`src/design/lrutc_pkg.sv`:
```
package lrutc_pkg;

	localparam int DEF_SLOTS_PER_POOL = 64;

	localparam int OP_W     = 3;
	localparam int SLOT_W   = 6;
	localparam int STATUS_W = 2;
	localparam int CNT_W    = 8;
	localparam int MAXC_W   = 10;
	localparam int FRAME_W  = 16;

	localparam logic [OP_W-1:0] OP_TOUCH = 3'd0;
	localparam logic [OP_W-1:0] OP_LOAD  = 3'd1;
	localparam logic [OP_W-1:0] OP_EVICT = 3'd2;
	localparam logic [OP_W-1:0] OP_TICK  = 3'd3;
	localparam logic [OP_W-1:0] OP_INVAL = 3'd4;

	localparam logic [STATUS_W-1:0] STAT_HIT     = 2'd0;
	localparam logic [STATUS_W-1:0] STAT_REQ     = 2'd1;
	localparam logic [STATUS_W-1:0] STAT_PENDING = 2'd2;
	localparam logic [STATUS_W-1:0] STAT_DONE    = 2'd3;

	localparam logic [MAXC_W-1:0]  MAX_CACHED_RESET = 10'd512;
	localparam logic [FRAME_W-1:0] FRAME_MAX        = 16'hFFFF;

	// commands from the controller to the datapath
	typedef struct packed {
		logic load_item;
		logic exec_apply;
		logic evict_setup;
		logic scan_start;
		logic scan_en;
		logic min_pass;
		logic finish_evict;
	} cmd_t;

	// status from the datapath to the controller
	typedef struct packed {
		logic is_evict;
		logic evict_none;
		logic scan_last;
		logic remain_zero;
	} stat_t;

endpackage

```
`src/design/lru_texture_cache_policy_unit.sv`:
```
// LRU residency policy for an object and a background tile pool, one result per operation.
// Touch, load done, frame tick and invalidate take the transfer into the unit and an
// execute step that writes the result register, held while an earlier result waits on
// out_stall; the next item is taken once that step has run, even while its own result
// waits. An evict runs a round per distinct last-used frame among the dropped tiles, none
// when nothing is to be dropped: each round is one scan of the timestamp RAM to find the
// oldest frame and one scan to drop the tiles stamped with it, in slot order, at one RAM
// read per cycle. No clearing pass follows reset; resident flags gate every timestamp read.
module lru_texture_cache_policy_unit import lrutc_pkg::*; #(
	parameter int SLOTS_PER_POOL = DEF_SLOTS_PER_POOL
) (
	input  logic                clk,
	input  logic                arst_n,
	input  logic                in_valid,
	output logic                in_stall,
	input  logic [OP_W-1:0]     operation,
	input  logic                pool,
	input  logic [SLOT_W-1:0]   slot,
	output logic                out_valid,
	input  logic                out_stall,
	output logic [STATUS_W-1:0] status,
	output logic [CNT_W-1:0]    evicted_count,
	output logic [CNT_W-1:0]    resident_count,
	input  logic                max_cached_we,
	input  logic [MAXC_W-1:0]   max_cached
);

	cmd_t  cmd;
	stat_t stat;

	lrutc_ctrl u_ctrl (
		.clk      (clk),
		.arst_n   (arst_n),
		.in_valid (in_valid),
		.in_stall (in_stall),
		.out_valid(out_valid),
		.out_stall(out_stall),
		.stat     (stat),
		.cmd      (cmd)
	);

	lrutc_datapath #(
		.SLOTS_PER_POOL(SLOTS_PER_POOL)
	) u_datapath (
		.clk           (clk),
		.arst_n        (arst_n),
		.cmd           (cmd),
		.stat          (stat),
		.operation     (operation),
		.pool          (pool),
		.slot          (slot),
		.max_cached_we (max_cached_we),
		.max_cached    (max_cached),
		.status        (status),
		.evicted_count (evicted_count),
		.resident_count(resident_count)
	);

endmodule

```
`src/design/lrutc_ram.sv`:
```
module lrutc_ram #(
	parameter int WIDTH = 16,
	parameter int DEPTH = 128
) (
	input  logic                             clk,
	input  logic                             we,
	input  logic [((DEPTH > 1) ? $clog2(DEPTH) : 1)-1:0] waddr,
	input  logic [WIDTH-1:0]                 wdata,
	input  logic [((DEPTH > 1) ? $clog2(DEPTH) : 1)-1:0] raddr,
	output logic [WIDTH-1:0]                 rdata
);

	logic [WIDTH-1:0] mem_q [DEPTH];

	always_ff @(posedge clk) begin
		if (we) begin
			mem_q[waddr] <= wdata;
		end
		rdata <= mem_q[raddr];
	end

endmodule

```
`src/design/lrutc_datapath.sv`:
```
module lrutc_datapath import lrutc_pkg::*; #(
	parameter int SLOTS_PER_POOL = DEF_SLOTS_PER_POOL
) (
	input  logic                clk,
	input  logic                arst_n,
	input  cmd_t                cmd,
	output stat_t               stat,
	input  logic [OP_W-1:0]     operation,
	input  logic                pool,
	input  logic [SLOT_W-1:0]   slot,
	input  logic                max_cached_we,
	input  logic [MAXC_W-1:0]   max_cached,
	output logic [STATUS_W-1:0] status,
	output logic [CNT_W-1:0]    evicted_count,
	output logic [CNT_W-1:0]    resident_count
);

	localparam int N  = 2 * SLOTS_PER_POOL;
	localparam int IW = $clog2(N);
	localparam int CW = $clog2(N + 1);
	localparam int DW = ((CW > MAXC_W) ? CW : MAXC_W) + 1;

	logic [OP_W-1:0]    op_q;
	logic               pool_q;
	logic [SLOT_W-1:0]  slot_q;
	logic [MAXC_W-1:0]  max_cached_q;
	logic [FRAME_W-1:0] frame_q;
	logic [N-1:0]       resident_q;
	logic [N-1:0]       pending_q;
	logic [CW-1:0]      res_cnt_q;
	logic [CW-1:0]      remain_q;
	logic [CNT_W-1:0]   evicted_q;
	logic [IW:0]        scan_cnt_q;
	logic               rd_v_s1;
	logic [IW-1:0]      rd_idx_s1;
	logic [FRAME_W-1:0] min_q;
	logic               found_q;
	logic [STATUS_W-1:0] status_q;
	logic [CNT_W-1:0]   evicted_out_q;
	logic [CNT_W-1:0]   resident_out_q;

	logic               in_range;
	logic [IW-1:0]      idx;
	logic               cur_res;
	logic               cur_pend;
	logic [STATUS_W-1:0] exec_status;
	logic [CW-1:0]      res_cnt_next;
	logic               issue;
	logic [FRAME_W-1:0] rdata;
	logic               ram_we;
	logic               rd_res;
	logic               min_upd;
	logic               drop_hit;
	logic [DW-1:0]      cnt_w;
	logic [DW-1:0]      max_w;
	logic [DW-1:0]      drop_raw;
	logic [DW-1:0]      drop_w;
	logic               evict_none;

	assign in_range = 32'(slot_q) < SLOTS_PER_POOL;
	assign idx      = pool_q ? (IW'(SLOTS_PER_POOL) + IW'(slot_q)) : IW'(slot_q);
	assign cur_res  = in_range && resident_q[idx];
	assign cur_pend = in_range && pending_q[idx];

	always_comb begin
		exec_status  = STAT_DONE;
		res_cnt_next = res_cnt_q;
		case (op_q)
			OP_TOUCH: begin
				if (in_range) begin
					if (cur_res) begin
						exec_status = STAT_HIT;
					end else if (!cur_pend) begin
						exec_status = STAT_REQ;
					end else begin
						exec_status = STAT_PENDING;
					end
				end
			end
			OP_LOAD: begin
				if (in_range && !cur_res) begin
					res_cnt_next = res_cnt_q + CW'(1);
				end
			end
			default: begin
			end
		endcase
	end

	// drop count for an evict: count - limit + limit/4, clipped to count
	assign cnt_w      = DW'(res_cnt_q);
	assign max_w      = DW'(max_cached_q);
	assign drop_raw   = cnt_w - max_w + (max_w >> 2);
	assign drop_w     = (drop_raw > cnt_w) ? cnt_w : drop_raw;
	assign evict_none = (max_cached_q == '0) || (cnt_w < max_w);

	assign issue    = cmd.scan_en && (scan_cnt_q < (IW + 1)'(N));
	assign ram_we   = cmd.exec_apply && in_range &&
	                  ((op_q == OP_TOUCH && cur_res) || op_q == OP_LOAD);
	assign rd_res   = rd_v_s1 && resident_q[rd_idx_s1];
	assign min_upd  = cmd.scan_en && cmd.min_pass && rd_res &&
	                  (!found_q || rdata < min_q);
	assign drop_hit = cmd.scan_en && !cmd.min_pass && rd_res &&
	                  (rdata == min_q) && (remain_q != '0);

	lrutc_ram #(
		.WIDTH(FRAME_W),
		.DEPTH(N)
	) u_stamp_ram (
		.clk  (clk),
		.we   (ram_we),
		.waddr(idx),
		.wdata(frame_q),
		.raddr(scan_cnt_q[IW-1:0]),
		.rdata(rdata)
	);

	always_ff @(posedge clk or negedge arst_n) begin
		if (!arst_n) begin
			max_cached_q <= MAX_CACHED_RESET;
			frame_q      <= '0;
			resident_q   <= '0;
			pending_q    <= '0;
			res_cnt_q    <= '0;
			remain_q     <= '0;
			scan_cnt_q   <= '0;
			rd_v_s1      <= 1'b0;
			found_q      <= 1'b0;
		end else begin
			if (max_cached_we) begin
				max_cached_q <= max_cached;
			end
			if (cmd.exec_apply) begin
				res_cnt_q <= res_cnt_next;
				case (op_q)
					OP_TOUCH: begin
						if (in_range && !cur_res) begin
							pending_q[idx] <= 1'b1;
						end
					end
					OP_LOAD: begin
						if (in_range) begin
							resident_q[idx] <= 1'b1;
						end
					end
					OP_TICK: begin
						if (frame_q != FRAME_MAX) begin
							frame_q <= frame_q + 16'd1;
						end
					end
					OP_INVAL: begin
						pending_q <= '0;
						frame_q   <= '0;
						if (max_cached_q == '0) begin
							max_cached_q <= MAX_CACHED_RESET;
						end
					end
					default: begin
					end
				endcase
			end
			if (cmd.evict_setup) begin
				remain_q <= evict_none ? '0 : CW'(drop_w);
			end
			if (drop_hit) begin
				resident_q[rd_idx_s1] <= 1'b0;
				remain_q              <= remain_q - CW'(1);
				res_cnt_q             <= res_cnt_q - CW'(1);
			end
			// restart the stamp scan
			if (cmd.scan_start) begin
				scan_cnt_q <= '0;
				rd_v_s1    <= 1'b0;
				found_q    <= 1'b0;
			end else begin
				rd_v_s1 <= issue;
				if (issue) begin
					scan_cnt_q <= scan_cnt_q + (IW + 1)'(1);
				end
				if (min_upd) begin
					found_q <= 1'b1;
				end
			end
		end
	end

	always_ff @(posedge clk) begin
		if (cmd.load_item) begin
			op_q   <= operation;
			pool_q <= pool;
			slot_q <= slot;
		end
		if (cmd.evict_setup) begin
			evicted_q <= evict_none ? '0 : CNT_W'(drop_w);
		end
		rd_idx_s1 <= scan_cnt_q[IW-1:0];
		if (min_upd) begin
			min_q <= rdata;
		end
		if (cmd.exec_apply) begin
			status_q       <= exec_status;
			evicted_out_q  <= '0;
			resident_out_q <= CNT_W'(res_cnt_next);
		end else if (cmd.finish_evict) begin
			status_q       <= STAT_DONE;
			evicted_out_q  <= evicted_q;
			resident_out_q <= CNT_W'(res_cnt_q);
		end
	end

	assign stat.is_evict    = (op_q == OP_EVICT);
	assign stat.evict_none  = evict_none;
	assign stat.scan_last   = rd_v_s1 && (rd_idx_s1 == IW'(N - 1));
	assign stat.remain_zero = (remain_q == '0);

	assign status         = status_q;
	assign evicted_count  = evicted_out_q;
	assign resident_count = resident_out_q;

	a_count_matches_flags: assert property (@(posedge clk) disable iff (!arst_n)
		32'(res_cnt_q) == $countones(resident_q))
		else $error("resident counter out of step with resident flags");

	a_evict_fully_dropped: assert property (@(posedge clk) disable iff (!arst_n)
		cmd.finish_evict |-> remain_q == '0)
		else $error("evict finished with tiles left to drop");

	a_frame_monotonic: assert property (@(posedge clk) disable iff (!arst_n)
		!(cmd.exec_apply && op_q == OP_INVAL) |=> frame_q >= $past(frame_q))
		else $error("frame counter went back without an invalidate");

endmodule

```
`src/design/lrutc_ctrl.sv`:
```
module lrutc_ctrl import lrutc_pkg::*; (
	input  logic  clk,
	input  logic  arst_n,
	input  logic  in_valid,
	output logic  in_stall,
	output logic  out_valid,
	input  logic  out_stall,
	input  stat_t stat,
	output cmd_t  cmd
);

	localparam logic [2:0] S_IDLE  = 3'd0;
	localparam logic [2:0] S_EXEC  = 3'd1;
	localparam logic [2:0] S_MIN   = 3'd2;
	localparam logic [2:0] S_DROP  = 3'd3;
	localparam logic [2:0] S_CHECK = 3'd4;
	localparam logic [2:0] S_DONE  = 3'd5;

	logic [2:0] state_q;
	logic [2:0] state_next;
	logic       out_valid_q;
	logic       slot_free;

	assign in_stall  = (state_q != S_IDLE);
	assign slot_free = !out_valid_q || !out_stall;

	always_comb begin
		cmd        = '0;
		state_next = state_q;
		case (state_q)
			S_IDLE: begin
				if (in_valid) begin
					cmd.load_item = 1'b1;
					state_next    = S_EXEC;
				end
			end
			S_EXEC: begin
				if (stat.is_evict) begin
					cmd.evict_setup = 1'b1;
					if (stat.evict_none) begin
						state_next = S_DONE;
					end else begin
						cmd.scan_start = 1'b1;
						state_next     = S_MIN;
					end
				end else if (slot_free) begin
					cmd.exec_apply = 1'b1;
					state_next     = S_IDLE;
				end
			end
			S_MIN: begin
				cmd.scan_en  = 1'b1;
				cmd.min_pass = 1'b1;
				if (stat.scan_last) begin
					cmd.scan_start = 1'b1;
					state_next     = S_DROP;
				end
			end
			S_DROP: begin
				cmd.scan_en = 1'b1;
				if (stat.scan_last) begin
					state_next = S_CHECK;
				end
			end
			S_CHECK: begin
				if (stat.remain_zero) begin
					state_next = S_DONE;
				end else begin
					cmd.scan_start = 1'b1;
					state_next     = S_MIN;
				end
			end
			S_DONE: begin
				if (slot_free) begin
					cmd.finish_evict = 1'b1;
					state_next       = S_IDLE;
				end
			end
			default: begin
				state_next = S_IDLE;
			end
		endcase
	end

	always_ff @(posedge clk or negedge arst_n) begin
		if (!arst_n) begin
			state_q     <= S_IDLE;
			out_valid_q <= 1'b0;
		end else begin
			state_q <= state_next;
			// hold the result until its transfer completes
			if (cmd.exec_apply || cmd.finish_evict) begin
				out_valid_q <= 1'b1;
			end else if (!out_stall) begin
				out_valid_q <= 1'b0;
			end
		end
	end

	assign out_valid = out_valid_q;

endmodule

```
`config.mk`:
```
export PLATFORM = sky130hd
export DESIGN_NAME = lru_texture_cache_policy_unit
export DESIGN_NICKNAME = d
export VERILOG_FILES = /design/src/design/lrutc_pkg.sv /design/src/design/lru_texture_cache_policy_unit.sv /design/src/design/lrutc_ram.sv /design/src/design/lrutc_datapath.sv /design/src/design/lrutc_ctrl.sv
export SDC_FILE = /design/constraint.sdc
export NUM_CORES = 2
export LEC_CHECK = 0
export BUFFER_PORTS_ARGS = -buffer_cell sky130_fd_sc_hd__buf_2
export CAP_MARGIN = 30
export CORE_AREA = 3 3 471 473
export CTS_BUF_LIST = sky130_fd_sc_hd__clkbuf_16
export DETAILED_ROUTE_END_ITERATION = 10
export DIE_AREA = 0 0 474 476
export GPL_ROUTABILITY_DRIVEN = 0
export GPL_TIMING_DRIVEN = 0
export HOLD_SLACK_MARGIN = 0.05
export PLACE_DENSITY = 0.56
export SKIP_CTS_REPAIR_TIMING = 1
export SYNTH_ARGS = -nofsm -noshare
export SYNTH_HDL_FRONTEND = slang
export SYNTH_HIERARCHICAL = 1
export SYNTH_SLANG_ARGS = --single-unit
```
`constraint.sdc`:
```
create_clock -name clk -period 6.1 [get_ports clk]
set_input_delay 0.915 -clock clk [delete_from_list [all_inputs] [get_ports clk]]
set_output_delay 0.915 -clock clk [all_outputs]
set_load 0.01 [all_outputs]
```
==> flow_summary.yaml <==
pwr:
  ir_drop_worst_case_vdd_mv: 0.295
  static-leakage-power_nw: 35.1
  power.clock.fraction_pct: 35.8
  net-switching-power_w: 0.0121
  pwr_density_cell_mw_per_mm2: 374
  sw_frac_of_total_pct: 28.4
  p_int_w: 0.0306
  p_comb_share_pct: 20.3
  share_seq_of_total_power_pct: 43.9
timing:
  fin_skew_ps: 59.4
  finalSetupViolations: 0
  report.final.hold_viol_count: 0
  slew_viol_final: 0
  timing_worst_slew_pin_value_ps: 1130
  period_minus_slack_ps: 6010
  rsz0062_at_grt: "true"
  max_slew_margin_pct: 23.9
  timing.final.crit_share_pct: 98.6
  totalNegativeSetupSlack_ps: 0
  achievable_clock_frequency_ghz: 0.166
synth:
  yosysUniqueCellTypes: 89
  synth.cells.most_frequent: "2,092 x edfxtp_1, 713 x mux4_2, 416 x a21oi_1"
  synth_sequential_area_ratio_pct: 72.7
  yosys_warnings: 6
  postSynth.asyncResetShare_pct: 12.8
  post_synth_inst_count: 5020
  most_frequent_cell_after_synthesis: "edfxtp_1"
  syn-mean-instance-area_um2: 19.5
  synth-main-ff-cell: "edfxtp_1"
  synth_edf_count: 2092
  synth_area_leader_cell: "edfxtp_1"
  synthesis.nets: 5100
  synthDominantCellAreaShare_pct: 64.1
  synthTopCellsByArea: "edfxtp_1 64%, mux4_2 16%, dfrtp_1 7.9%"
  synth-seq-cells: 2435
  syn-cell-area_mm2: 0.0981
floorplanning:
  die_h_um: 476
  num_io_pins: 45
  floorplan.die_area_mm2: 0.226
  placementRows: 171
  start_util_pct: 45.1
  die_x_um: 474
  core_area_mm2: 0.217
cts:
  cts_buffers: 276
  clock_tree_from_tritoncts: "done"
  cts_max_level: 5
  clockBufferDepth: 4
  insertion_delay_ps: 920
  buffer_type_at_the_clock_tree_root: "clkbuf_16"
  clkTransAtPathRegs_ps: 60
  clock_sink_count: 2435
global_route:
  grt_start_max_net_pins: 110
  grtUsageMet3_pct: 4.26
  initial_antenna_violation_count: 29
  grt_util_met2_pct: 38.7
  met1_usage_in_global_routing_pct: 36.0
  grt_pass1_wl_mm: 401
  via_count_of_the_first_global_routing_pass: 52500
  peak_usage_layer_in_the_global_routing_report: "met2"
  globalRoute.totalOverflow: 0
  gr-usage-all-layers_pct: 25.1
min_path:
  timing.hold.worst.start: "slot[1]"
  min-delay-path-class: "input pin to register"
drt:
  drtAntennaViolNets: 0
  route.final.wire_length_mm: 282
  detail_route.vias_per_cell: 6.20
  wl_per_cell_um: 32.8
  vias: 53400
  drt_pass1_iterations: 7
  first_iter_violations: 6709
  drc: 0
setup_path:
  timing.critical_path.cells: "clkbuf_4, buf_2, nor2_1, a22oi_1, o221ai_1, a21oi_1, a2111o_1, and3_1, buf_2, o31ai_1, buf_4, clkbuf_1, nor2b_2, nand3_2, buf_4, nor2_4, buf_8"
  cpPeakStageDelay_ps: 540
  worst-setup-path-type: "register to register"
  reg2reg_setup_slack_ps: 90
  critPathMaxFanout: 11
  crit_slowest_cell: "a2111o_1"
  worst_setup_path_end_kind: "register"
  crit_family: "buffers and inverters"
  crit_buf_inv: 7
  cp.arrival_ps: 6600
  critPathLaunchType: "register"
  crit-reg2reg-launch: "u_datapath/slot_q[2]"
  worstSetupStartpoint: "u_datapath/slot_q[2]"
  critPathRequiredTime_ps: 6680
flow_run:
  maxCapViolCount: 0
final_layout:
  num-nets-final: 5667
  areaGrowthSynthToFinish_pct: 16.6
  layout-drive-gt1-share_pct: 29.6
  post-route-util_pct: 52.6
placed_design:
  hpwl_after_detailed_placement_mm: 193
  port_buffers: 44
run_status:
  outcome: "finished clean"
-- final cells by class --
type | instances | area (um^2)
antenna | 9 | 22.5
buffer | 302 | 1410
clock buffer | 282 | 7060
clock inverter | 170 | 1130
fill | 17100 | 103000
inverter | 65 | 248
multi-input combinational | 2217 | 25800
sequential | 2435 | 71300
tap | 2854 | 3570
timing repair buffer | 290 | 3780
-- power groups by stage --
| stage | clock (W) | combinational, W | sequential, W |
|---|---|---|---|
| floorplan | 0 | 0.00532 | 0.0191 |
| global placement | 0 | 0.00813 | 0.0193 |
| detailed placement | 0 | 0.00863 | 0.0191 |
| CTS | 0.0156 | 0.00865 | 0.0188 |
| global route | 0.0163 | 0.00918 | 0.0188 |
| finish | 0.0153 | 0.00869 | 0.0188 |
-- cell families after synthesis --
logic type,after synthesis,synth area share (%)
AO/OA/AOI/OAI,632,3.84
XOR/XNOR,35,0.313
adder cells (fa/ha/maj),55,0.763
buffers and inverters,368,1.64
flip-flops,2435,72.7
multiplexers,809,17.4
AND/OR/NAND/NOR,686,3.37
-- stage by stage --
stage	std cells	total power [W]	area, um^2	hold slack [ps]	setup WS [ps]
floorplan	5020	0.0244	98100	396	1440
global placement	7918	0.0274	102000	422	-2630
detailed placement	8120	0.0278	105000	419	-1190
CTS	8572	0.0431	114000	-264	-1270
global route	8616	0.0443	114000	143	-54.1
finish	8624	0.0428	114000	186	85.2
-- cells in the final DEF, fill, tap and decap left out, types with 12 or more instances in the layout --
master and instances:
clkbuf_16 282, nor2_2 76, mux2i_1 51, nor4_1 13, o21ai_0 39, nor3_1 25
nand2_1 91, inv_1 123, nor2b_1 24, a31oi_1 12, buf_12 12, nand4_1 19
mux2_2 45, nor2_1 239, buf_16 29, dfxtp_1 31, xnor2_1 21, xor2_1 14
edfxtp_1 2092, dfrtp_1 295, a221oi_1 36, nor2_4 45, a21oi_1 415, buf_8 121
clkinv_1 55, buf_4 63, and3_1 16, clkbuf_1 138, buf_6 37, a22oi_1 18
nand3_1 31, buf_1 32, dfrtp_4 16, mux4_2 713, buf_2 152, ha_1 47
nand2b_1 25, clkinv_2 23, bufinv_16 14
-- worst reg2reg max path: cells and delay by family (launching register included) --
| family | cells | cell delay, ps |
|---|---|---|
| simple gates | 5 | 1540 |
| compound gates | 5 | 1710 |
| buf+inv | 7 | 1930 |
| flops | 1 | 520 |
-- registers in the layout (all words and copies together), names as in the netlist, 3 cells and up --
signal                        cells
u_datapath/u_stamp_ram/mem_q   2048
u_datapath/pending_q            128
u_datapath/resident_q           128
u_datapath/frame_q               16
u_datapath/min_q                 16
u_datapath/u_stamp_ram/rdata     16
u_datapath/max_cached_q          10
u_datapath/evicted_count          8
u_datapath/evicted_q              8
u_datapath/remain_q               8
u_datapath/res_cnt_q              8
u_datapath/resident_count         8
u_datapath/scan_cnt_q             8
u_datapath/rd_idx_s1              7
u_datapath/slot_q                 6
u_ctrl/state_q                    3
u_datapath/op_q                   3
-- routing by layer --
layer / part of all wire [%] / vias to the layer above
met2: 46 / 2552
met4: 4.3 / 0
met5: 0 / -
li1: - / 21700
met3: 7.9 / 553
met1: 41 / 28600
-- path summary, 6_finish.rpt --
path                                                        endpoint  cells after the start
worst max-delay path            u_datapath/u_stamp_ram/mem_q[118][0]                     17
worst min-delay path                            u_datapath/slot_q[1]                      1
worst max register to register  u_datapath/u_stamp_ram/mem_q[118][0]                     17
worst min register to register                   u_datapath/min_q[0]                      0
max in group asynchronous                      u_datapath/frame_q[3]                      4
min in group asynchronous                          u_ctrl/state_q[0]                      2
Note: power is estimated with default switching activity, not from simulation.
